===== src/sv/ces_pkg.sv =====
// ----------------------------------------------------------------------------
// ces_pkg: shared types and constants for the crop edge scan core
// Field widths, register indexes, reset values and the controller states.
// ----------------------------------------------------------------------------
`timescale 1ns / 1ps

package ces_pkg;

  localparam int INT_W    = 8;   // intensity sample
  localparam int BIAS_W   = 16;  // Q8.8 mean bias
  localparam int RATIO_W  = 24;  // Q.16 ratio
  localparam int OFFSET_W = 11;  // reported edge offset
  localparam int MEAN_W   = 16;  // Q8.8 mean, at most 255 * 256
  localparam int FRAC_W   = 16;  // fraction bits of the ratio

  localparam int CFG_IDX_W  = 2;
  localparam int CFG_DATA_W = 24;

  localparam int DEF_WINDOW_DEPTH    = 16;
  localparam int DEF_MAX_SCAN_LENGTH = 2048;

  localparam logic [CFG_IDX_W-1:0] CFG_BACKGROUND = 2'd0;
  localparam logic [CFG_IDX_W-1:0] CFG_BIAS       = 2'd1;
  localparam logic [CFG_IDX_W-1:0] CFG_THRESHOLD  = 2'd2;

  localparam logic [INT_W-1:0]   BACKGROUND_RESET = 8'd24;
  localparam logic [BIAS_W-1:0]  BIAS_RESET       = 16'd6554;
  localparam logic [RATIO_W-1:0] THRESHOLD_RESET  = 24'd73662;
  localparam logic [RATIO_W-1:0] RATIO_ONE        = 24'h010000;

  typedef enum logic [2:0] {
    ST_IDLE,
    ST_START,
    ST_MEAN_DIV,
    ST_RATIO_START,
    ST_RATIO_DIV,
    ST_UPDATE,
    ST_FINISH
  } state_t;

endpackage


===== src/sv/crop_edge_scan_core.sv =====
// ----------------------------------------------------------------------------
// crop_edge_scan_core: dark border end finder over one half line of samples
// An item that forms a ratio passes through accept, start, both mean divides in
// parallel, a load, the ratio divide, update and finish. Items before the older
// window holds a nonzero sum go from start straight to finish; items after an
// early stop skip the windows and go to finish only when they end the line.
// The result beat is valid the cycle after finish. Synchronous reset, no sweep.
// ----------------------------------------------------------------------------
`timescale 1ns / 1ps

module crop_edge_scan_core
  import ces_pkg::*;
#(
  parameter int WINDOW_DEPTH    = DEF_WINDOW_DEPTH,
  parameter int MAX_SCAN_LENGTH = DEF_MAX_SCAN_LENGTH
) (
  input  logic                  clk,
  input  logic                  rst,
  input  logic                  cfg_write,
  input  logic [CFG_IDX_W-1:0]  cfg_index,
  input  logic [CFG_DATA_W-1:0] cfg_data,
  input  logic                  in_valid,
  output logic                  in_ready,
  input  logic [INT_W-1:0]      intensity,
  input  logic                  last_in_line,
  output logic                  out_valid,
  input  logic                  out_ready,
  output logic [OFFSET_W-1:0]   edge_offset,
  output logic [RATIO_W-1:0]    best_ratio,
  output logic                  stopped_early
);

  localparam int CNT_W   = $clog2(WINDOW_DEPTH + 1);
  localparam int TOTAL_W = $clog2(WINDOW_DEPTH * ((1 << INT_W) - 1) + 1);
  localparam int MNUM_W  = TOTAL_W + INT_W;
  localparam int RDEN_W  = MEAN_W + 1;
  localparam int RNUM_W  = RDEN_W + FRAC_W;
  localparam int IDX_W   = $clog2(MAX_SCAN_LENGTH);

  state_t state, state_next;

  logic [INT_W-1:0]    background_level;
  logic [BIAS_W-1:0]   mean_bias;
  logic [RATIO_W-1:0]  break_threshold;

  logic                last_flag;
  logic [IDX_W-1:0]    sample_index;
  logic [RATIO_W-1:0]  best_value;
  logic [OFFSET_W-1:0] best_position;
  logic                scan_halted;

  logic accept, push, out_free, line_init;
  logic mean_start, ratio_start;

  logic [INT_W-1:0]   newer_out, older_out;
  logic               newer_full, older_full;
  logic [CNT_W-1:0]   newer_count, older_count;
  logic [TOTAL_W-1:0] newer_total, older_total;
  logic [INT_W-1:0]   newer_seed;

  logic [MNUM_W-1:0]  newer_quot, older_quot;
  logic               mean_done, older_done;
  logic [RNUM_W-1:0]  ratio_num, ratio_quot;
  logic [RDEN_W-1:0]  ratio_den;
  logic               ratio_done;
  logic [RATIO_W-1:0] ratio;
  logic [OFFSET_W-1:0] position;
  logic [IDX_W-1:0]   index_next;

  assign in_ready  = (state == ST_IDLE);
  assign accept    = in_valid && in_ready;
  assign push      = accept && !scan_halted;
  assign out_free  = !out_valid || out_ready;
  assign line_init = (state == ST_FINISH) && last_flag && out_free;
  assign newer_seed = rst ? BACKGROUND_RESET : background_level;

  // configuration registers
  always_ff @(posedge clk) begin
    if (rst) begin
      background_level <= BACKGROUND_RESET;
      mean_bias        <= BIAS_RESET;
      break_threshold  <= THRESHOLD_RESET;
    end else if (cfg_write) begin
      unique case (cfg_index)
        CFG_BACKGROUND: background_level <= cfg_data[INT_W-1:0];
        CFG_BIAS:       mean_bias        <= cfg_data[BIAS_W-1:0];
        CFG_THRESHOLD:  break_threshold  <= cfg_data[RATIO_W-1:0];
        default: ;
      endcase
    end
  end

  ces_window #(
    .DEPTH (WINDOW_DEPTH)
  ) u_newer (
    .clk    (clk),
    .rst    (rst),
    .init   (line_init),
    .seeded (1'b1),
    .seed   (newer_seed),
    .push   (push),
    .din    (intensity),
    .dout   (newer_out),
    .full   (newer_full),
    .count  (newer_count),
    .total  (newer_total)
  );

  ces_window #(
    .DEPTH (WINDOW_DEPTH)
  ) u_older (
    .clk    (clk),
    .rst    (rst),
    .init   (line_init),
    .seeded (1'b0),
    .seed   ('0),
    .push   (push && newer_full),
    .din    (newer_out),
    .dout   (older_out),
    .full   (older_full),
    .count  (older_count),
    .total  (older_total)
  );

  ces_sdiv #(
    .NUM_W (MNUM_W),
    .DEN_W (CNT_W)
  ) u_newer_mean (
    .clk   (clk),
    .rst   (rst),
    .start (mean_start),
    .num   ({newer_total, {INT_W{1'b0}}}),
    .den   (newer_count),
    .quot  (newer_quot),
    .done  (mean_done)
  );

  // runs in lockstep with the newer mean divide
  ces_sdiv #(
    .NUM_W (MNUM_W),
    .DEN_W (CNT_W)
  ) u_older_mean (
    .clk   (clk),
    .rst   (rst),
    .start (mean_start),
    .num   ({older_total, {INT_W{1'b0}}}),
    .den   (older_count),
    .quot  (older_quot),
    .done  (older_done)
  );

  assign ratio_num = {RDEN_W'(newer_quot[MEAN_W-1:0]) + RDEN_W'(mean_bias),
                      {FRAC_W{1'b0}}};
  assign ratio_den = RDEN_W'(older_quot[MEAN_W-1:0]) + RDEN_W'(mean_bias);

  ces_sdiv #(
    .NUM_W (RNUM_W),
    .DEN_W (RDEN_W)
  ) u_ratio (
    .clk   (clk),
    .rst   (rst),
    .start (ratio_start),
    .num   (ratio_num),
    .den   (ratio_den),
    .quot  (ratio_quot),
    .done  (ratio_done)
  );

  // saturate the ratio to its field width
  assign ratio = (|ratio_quot[RNUM_W-1:RATIO_W]) ? '1 : ratio_quot[RATIO_W-1:0];
  assign position = OFFSET_W'(sample_index) + OFFSET_W'(1) - OFFSET_W'(newer_count);
  assign index_next = (sample_index == IDX_W'(MAX_SCAN_LENGTH - 1)) ? '0
                    : sample_index + IDX_W'(1);

  always_ff @(posedge clk) begin
    if (rst) begin
      state <= ST_IDLE;
    end else begin
      state <= state_next;
    end
  end

  always_comb begin
    state_next  = state;
    mean_start  = 1'b0;
    ratio_start = 1'b0;
    unique case (state)
      ST_IDLE: begin
        if (accept) begin
          if (!scan_halted) begin
            state_next = ST_START;
          end else if (last_in_line) begin
            state_next = ST_FINISH;
          end
        end
      end
      ST_START: begin
        if (older_total != '0) begin
          mean_start = 1'b1;
          state_next = ST_MEAN_DIV;
        end else begin
          state_next = ST_FINISH;
        end
      end
      ST_MEAN_DIV: begin
        if (mean_done && older_done) begin
          state_next = ST_RATIO_START;
        end
      end
      ST_RATIO_START: begin
        ratio_start = 1'b1;
        state_next  = ST_RATIO_DIV;
      end
      ST_RATIO_DIV: begin
        if (ratio_done) begin
          state_next = ST_UPDATE;
        end
      end
      ST_UPDATE: begin
        state_next = ST_FINISH;
      end
      ST_FINISH: begin
        if (!last_flag || out_free) begin
          state_next = ST_IDLE;
        end
      end
      default: state_next = ST_IDLE;
    endcase
  end

  always_ff @(posedge clk) begin
    if (accept) begin
      last_flag <= last_in_line;
    end
  end

  // line scan state
  always_ff @(posedge clk) begin
    if (rst || line_init) begin
      sample_index  <= '0;
      best_value    <= '0;
      best_position <= '0;
      scan_halted   <= 1'b0;
    end else if (state == ST_START && older_total == '0) begin
      sample_index <= index_next;
    end else if (state == ST_UPDATE) begin
      sample_index <= index_next;
      if (best_value < ratio) begin
        best_value    <= ratio;
        best_position <= position;
      end else if (best_value > break_threshold && older_full &&
                   ratio < RATIO_ONE && ratio < best_value) begin
        scan_halted <= 1'b1;
      end
    end
  end

  // result beat register
  always_ff @(posedge clk) begin
    if (rst) begin
      out_valid <= 1'b0;
    end else if (line_init) begin
      out_valid <= 1'b1;
    end else if (out_ready) begin
      out_valid <= 1'b0;
    end
  end

  always_ff @(posedge clk) begin
    if (line_init) begin
      edge_offset   <= best_position;
      best_ratio    <= best_value;
      stopped_early <= scan_halted;
    end
  end

endmodule


===== src/sv/ces_window.sv =====
// ----------------------------------------------------------------------------
// ces_window: sliding sample window as a shift line
// Keeps fill count and running sum; the oldest sample sits at the last tap.
// ----------------------------------------------------------------------------
`timescale 1ns / 1ps

module ces_window
  import ces_pkg::*;
#(
  parameter int DEPTH   = DEF_WINDOW_DEPTH,
  parameter int CNT_W   = $clog2(DEPTH + 1),
  parameter int TOTAL_W = $clog2(DEPTH * ((1 << INT_W) - 1) + 1)
) (
  input  logic               clk,
  input  logic               rst,
  input  logic               init,
  input  logic               seeded,
  input  logic [INT_W-1:0]   seed,
  input  logic               push,
  input  logic [INT_W-1:0]   din,
  output logic [INT_W-1:0]   dout,
  output logic               full,
  output logic [CNT_W-1:0]   count,
  output logic [TOTAL_W-1:0] total
);

  logic [INT_W-1:0] taps [DEPTH];

  assign dout = taps[DEPTH-1];
  assign full = (count == CNT_W'(DEPTH));

  always_ff @(posedge clk) begin
    if (rst || init) begin
      count <= CNT_W'(seeded);
      total <= seeded ? TOTAL_W'(seed) : '0;
    end else if (push) begin
      if (full) begin
        total <= total - TOTAL_W'(dout) + TOTAL_W'(din);
      end else begin
        count <= count + CNT_W'(1);
        total <= total + TOTAL_W'(din);
      end
    end
  end

  always_ff @(posedge clk) begin
    if (rst || init) begin
      taps[0] <= seed;
    end else if (push) begin
      taps[0] <= din;
      for (int i = 1; i < DEPTH; i++) begin
        taps[i] <= taps[i-1];
      end
    end
  end

endmodule


===== src/sv/ces_sdiv.sv =====
// ----------------------------------------------------------------------------
// ces_sdiv: bit-serial restoring divider
// One quotient bit per cycle; quotient shifts in behind the numerator bits.
// ----------------------------------------------------------------------------
`timescale 1ns / 1ps

module ces_sdiv #(
  parameter int NUM_W  = 20,
  parameter int DEN_W  = 5,
  parameter int STEP_W = $clog2(NUM_W)
) (
  input  logic             clk,
  input  logic             rst,
  input  logic             start,
  input  logic [NUM_W-1:0] num,
  input  logic [DEN_W-1:0] den,
  output logic [NUM_W-1:0] quot,
  output logic             done
);

  logic              busy;
  logic [STEP_W-1:0] step;
  logic [NUM_W-1:0]  sr;
  logic [DEN_W-1:0]  rem;
  logic [DEN_W-1:0]  dv;
  logic [DEN_W:0]    shifted;
  logic [DEN_W:0]    diff;
  logic              fits;

  assign shifted = {rem, sr[NUM_W-1]};
  assign diff    = shifted - {1'b0, dv};
  assign fits    = (shifted >= {1'b0, dv});
  assign quot    = sr;
  assign done    = busy && (step == STEP_W'(NUM_W - 1));

  always_ff @(posedge clk) begin
    if (rst) begin
      busy <= 1'b0;
      step <= '0;
    end else if (start) begin
      busy <= 1'b1;
      step <= '0;
    end else if (busy) begin
      step <= step + STEP_W'(1);
      if (done) begin
        busy <= 1'b0;
      end
    end
  end

  always_ff @(posedge clk) begin
    if (start) begin
      sr  <= num;
      rem <= '0;
      dv  <= den;
    end else if (busy) begin
      sr  <= {sr[NUM_W-2:0], fits};
      rem <= fits ? diff[DEN_W-1:0] : shifted[DEN_W-1:0];
    end
  end

endmodule

===== config.mk =====
export PLATFORM = sky130hd
export DESIGN_NAME = crop_edge_scan_core
export DESIGN_NICKNAME = d
export VERILOG_FILES = /design/src/sv/ces_pkg.sv /design/src/sv/crop_edge_scan_core.sv /design/src/sv/ces_window.sv /design/src/sv/ces_sdiv.sv
export SDC_FILE = /design/constraint.sdc
export NUM_CORES = 1
export LEC_CHECK = 0
export BUFFER_PORTS_ARGS = -buffer_cell sky130_fd_sc_hd__buf_2
export CAP_MARGIN = 20
export CORE_AREA = 2 2 229 231
export CTS_BUF_LIST = sky130_fd_sc_hd__clkbuf_16
export DETAILED_ROUTE_END_ITERATION = 8
export DIE_AREA = 0 0 231 233
export HOLD_SLACK_MARGIN = 0.1
export PLACE_DENSITY_LB_ADDON = 0.15
export SLEW_MARGIN = 5
export SYNTH_ARGS = -nofsm -noshare
export SYNTH_HDL_FRONTEND = slang
export SYNTH_HIERARCHICAL = 1
export SYNTH_SLANG_ARGS = --single-unit
export TNS_END_PERCENT = 50

===== constraint.sdc =====
create_clock -name clk -period 11.6 [get_ports clk]
set_clock_uncertainty 0.05 [all_clocks]
set_input_delay 1.16 -clock clk [delete_from_list [all_inputs] [get_ports clk]]
set_output_delay 1.16 -clock clk [all_outputs]
set_load 0.01 [all_outputs]

==> results.cfg, run 1 <==
[clocking]
postCtsResizedCells = 0
clock_latency_ns = 0.62
htreeDepth = 2
cts_tree = yes
cts_made_buffers = 59
cts_sinks = 572
ctsHoldBuffers = 0
clock_path_buffers = 3
post_cts.repair.setup_buffers = 0
cts_root_buf = clkbuf_16
clk_pin_slew_ns = 0.06

[critical_path]
cpMostUsedCell = nand3_1
crit_path_end_kind = flop
r2r_cells = 12
r2r-start = u_ratio/quot[26]
cp_data_required_time_ns = 12.02
reg2reg_slack_ns = 6.93
reg2reg_to = best_value[19]
crit_arrival_ns = 5.09
slowest_stage = a21oi_4
cp-start-kind = flop
crit_type = reg -> reg
cpPeakStageDelay_ns = 0.67
path_cells = nor4_1, nand3_1, or2_2, ha_1, nand3_1, nor3_1, and2_1, o31ai_1, a21oi_4, buf_4, mux2i_1, nor2_1
path_max_fanout = 24

[timing]
slew_viol_final = 0
fmax_mhz = 214
max-slew-margin-rel = 0.299
fin_crit_ns = 4.67
hold_viol = 0
finalSetupViolCount = 0
tightest_slew_ns = 1.05
rsz0062_at_grt = no
setup_tns_ns = 0
fin_crit_sh = 0.403

[route]
route.detailed.wl_per_inst_um = 18.2
drt_iter0_markers = 1287
viasPerCell = 5.62
wl_mm = 57.8
detail-route-antenna-nets = 0
post-route-drc-count = 0
vias = 17800
firstDrtPassIters = 8

[die]
coreArea_um2 = 51100
die_w_um = 231
ioPinCount = 78
rows = 83
fp.dieArea_um2 = 53800
initial_core_util = 0.544
die_h_um = 233

[power_and_ir_drop]
power_density_nw_per_um2 = 230
seqPwrFrac = 0.410
p_switching_uw = 2390
comb_power_share = 0.331
leakage_uw = 0.0116
p_sw_frac = 0.338
internal-power_uw = 4690
clkPwrFrac = 0.259
ir_worst_vdd_mv = 0.145

[synth]
syn_avg_cell_area_um2 = 11.9
synth_warnings = 6
postSynthCellCount = 2328
syn-cell-area_um2 = 27800

[min_path]
hold_path_class = reg -> reg
whs_path_depth = 0
min_to = u_newer/taps[1][25]
hold_start = u_newer/taps[1][17]

[place]
place.gp.congestion = 0.907
port_buffers = 77
dpl.hpwl_mm = 40.5
dpl.cell_count = 3060

[global_route]
overflow = 0
grt_pass1_wl_mm = 91.9
grt_pass1_vias = 17300
grt_antenna_before_repair = 0
track_usage = 0.216
grt_max_degree = 94

[cells_and_area]
area_growth_pct = 10.8
drive_above_1_share = 0.142
fillers = 4073
antennaDiodeCount = 0
multiInputGateArea_um2 = 11200
regArea_um2 = 15600
final_nets = 2671
stdcell_count = 3173

[flow_run]
maxCapViolCount = 0

[status]
outcome = finished clean
-- area by class of cell --
| cell class | instances | share of cell area |
|---|---|---|
| sequential | 572 | 0.508 |
| multi-input combinational | 1532 | 0.364 |
| clock buffer | 60 | 0.0488 |
| tap | 680 | 0.0276 |
| inverter | 188 | 0.0229 |
| timing repair buffer | 89 | 0.0161 |
| clock inverter | 52 | 0.0127 |
-- flip-flops by register name, summed over array words and instances (netlist names), 17 cells and up --
register,flops
u_newer_mean/quot,20
u_ratio/quot,33
u_older_mean/quot,20
u_ratio/rem,17
break_threshold,24
u_newer/taps,128
u_ratio/dv,17
u_older/taps,128
best_ratio,24
best_value,24
-- per-stage QoR --
stage | worst slack (ns) | hold WS [ns] | cell area [um^2] | power (uW) | util
4_1_cts | 6.89 | 0.358 | 30800 | 7120 | 0.602
3_3_place_gp | 7.10 | 0.350 | 28900 | 5200 | 0.565
2_1_floorplan | 6.14 | 0.350 | 28000 | 4710 | -
3_5_place_dp | 6.93 | 0.355 | 28900 | 5260 | 0.565
6_report | 6.93 | 0.360 | 30800 | 7080 | 0.603
5_1_grt | 6.55 | 0.364 | 30800 | 7520 | 0.603
-- critical path, delay by kind of cell, from the launching register on --
kind	cells	cell delay [ns]
adders and majority gates	1	0.31
and+or+nand+nor	7	2.17
muxes	1	0.25
AOI/OAI and AO/OA	2	0.84
buffers and inverters	1	0.47
DFF	1	0.39
-- cells in the final DEF, fill, tap and decap left out, drive strengths merged, types with 63 or more instances in the layout --
cell / instances
buf: 89
nand2: 138
mux2: 87
o21ai: 84
a21oi: 124
dfxtp: 153
inv: 208
nor2: 176
nand3: 63
edfxtp: 419
ha: 165
-- power groups by stage --
stage          Combinational, uW  Clock (uW)  Sequential, uW
2_1_floorplan               1880           0            2830
3_3_place_gp                2260           0            2940
3_5_place_dp                2320           0            2950
4_1_cts                     2330        1880            2910
5_1_grt                     2620        1960            2940
6_report                    2340        1830            2910
-- worst max-delay path by stage --
stage                     slack, ns            endpoint  depth (start not counted)        startpoint
final                          6.93      best_value[19]                         12  u_ratio/quot[26]
after CTS                      6.89      best_value[19]                         12  u_ratio/quot[26]
after floorplan                6.14  u_newer/taps[0][0]                          6         out_ready
after global routing           6.55    best_position[3]                         12  u_ratio/quot[26]
after detailed placement       6.93      best_value[19]                         12  u_ratio/quot[26]
after global placement         7.10    best_position[4]                         12  u_ratio/quot[26]
-- metal layers --
| layer | vias up | GRT usage | share of wire |
|---|---|---|---|
| met4 | 0 | 0.0641 | 0.021 |
| met5 | - | 0 | 0 |
| met1 | 8667 | 0.312 | 0.47 |
| met2 | 382 | 0.343 | 0.46 |
| li1 | 8700 | - | - |
| met3 | 80 | 0.0286 | 0.047 |
(Power assumes the default switching activity.)
==> run 2: changes to the inputs <==
clock period = 4.1 ns   (was 11.6 ns; I/O delays follow)
==> run 2 against run 1 <==
Against the previous run:
- power grew to 2.8 times the previous value
- global-route usage up 0.44 points
- critical path depth up 1
- register-to-register slack lost 6.3 ns
- cell count is 1.1% higher
- flip-flop and latch count stayed put
- count of clock-buffer cells in the layout up 1
- largest power group unchanged
- highest routed layer unchanged
==> results.cfg, run 2 (synthesis results as in run 1) <==
[status]
outcome = finished clean

[place]
port_buffers = 77
place_area_um2 = 29000
place.gp.congestion = 0.878
dp_slack_ns = 0.720
dpl.hpwl_mm = 41.8

[critical_path]
cp-start-kind = flop
path_cells = nor4_1, nand3_1, buf_4, or2_2, ha_1, nand3_1, nor3_1, and2_1, o31ai_1, a21oi_4, buf_4, mux2i_1, nor2_1
crit_path_end_kind = flop
path_max_fanout = 25
slowest_stage = edfxtp_1
cpPeakStageDelay_ns = 0.39
crit_arrival_ns = 3.87
cp_data_required_time_ns = 4.53
cp_num_buf_inv = 2
crit_type = reg -> reg
crit_family = simple AND/OR/NAND/NOR gates

[route]
drt_iter0_markers = 1329
wl_mm = 59.1
post-route-drc-count = 0
route.detailed.wl_per_inst_um = 18.4
firstDrtPassIters = 5
detail-route-antenna-nets = 0
vias = 18000
viasPerCell = 5.61

[timing]
setup_tns_ns = 0
timing.final.ws_setup_ns = 0.668
max-slew-margin-rel = 0.334
fmax_mhz = 291
hold_viol = 0
fin_crit_ns = 3.43
tightest_slew_ns = 0.993
rsz0062_at_grt = no
finalSetupViolCount = 0
slew_viol_final = 0
fin_crit_sh = 0.837

[cells_and_area]
layout_commonest_cell = edfxtp_1
antennaDiodeCount = 0
final_nets = 2712
finalCoreUtilization = 0.610
drive_above_1_share = 0.145
area_growth_pct = 12.1
fillers = 4151
final_area_um2 = 31100
layout_common_cells = edfxtp_1 (419), inv_1 (195), nor2_1 (172), ha_1 (165), dfxtp_1 (153)

[power_and_ir_drop]
internal-power_uw = 13400
power_density_nw_per_um2 = 647
clkPwrFrac = 0.259
leakage_uw = 0.0118
p_sw_frac = 0.336
ir_worst_vdd_mv = 0.421
power.total_uw = 20200
comb_power_share = 0.334
p_switching_uw = 6780
seqPwrFrac = 0.407

[clocking]
clk_pin_slew_ns = 0.07
cts_sinks = 572
cts_tree = yes
clock_latency_ns = 0.62
cts_made_buffers = 58
clock_path_buffers = 3
htreeDepth = 2
post_cts.repair.setup_buffers = 0
cts_root_buf = clkbuf_16

[die]
rows = 83
coreArea_um2 = 51100
die_w_um = 231
die_h_um = 233
ioPinCount = 78
initial_core_util = 0.544
fp.dieArea_um2 = 53800

[global_route]
grt_antenna_before_repair = 1
grt_pass1_vias = 17500
grt_max_degree = 74
overflow = 0
track_usage = 0.221
grt_pass1_wl_mm = 93.9

[min_path]
hold_path_class = in -> reg

[flow_run]
maxCapViolCount = 0
[run 2: worst paths after layout]
| check | startpoint | to | slack, ns | depth (start not counted) |
|---|---|---|---|---|
| worst min register to register | u_newer/taps[0][38] | u_newer/taps[0][46] | 0.36 | 0 |
| worst min-delay path | rst | state[1] | 0.13 | 2 |
| worst max-delay path | u_ratio/quot[26] | best_value[10] | 0.67 | 13 |
| worst max register to register | u_ratio/quot[26] | best_value[10] | 0.67 | 13 |
[run 2: layer usage]
metal  up-vias  track usage  part of all wire
met5         -            0                 0
met4         0       0.0605             0.021
met3        92       0.0278             0.038
met2       318        0.360              0.46
met1      8828        0.312              0.48
li1       8762            -                 -
[run 2: through the flow]
step	std cells	hold WS [ns]
global route	3207	0.124
global placement	3076	0.351
floorplan	2376	0.350
finish	3207	0.131
CTS	3207	0.101
detailed placement	3076	0.355
[run 2: power groups by stage]
stage | clock network (uW) | registers [uW] | logic [uW]
5_1_grt | 5570 | 8320 | 7490
2_1_floorplan | 0 | 8010 | 5310
3_3_place_gp | 0 | 8310 | 6460
3_5_place_dp | 0 | 8330 | 6630
4_1_cts | 5360 | 8220 | 6680
6_report | 5210 | 8210 | 6720
[run 2: area by class of cell]
cell class | instances | area, um^2 | share of cell area
clock buffers | 61 | 1530 | 0.0490
flip-flops and latches | 572 | 15600 | 0.502
inverters | 188 | 706 | 0.0227
repair buffers | 131 | 871 | 0.0280
multi-input cells | 1532 | 11200 | 0.360
well taps | 680 | 851 | 0.0273
clock inverters | 43 | 348 | 0.0112
[run 2: timing repair]
| item | in CTS | in global routing |
|---|---|---|
| hold buffers | 27 | 0 |
| gates resized for setup | 0 | 0 |
| hold endpoints to repair | 51 | 0 |
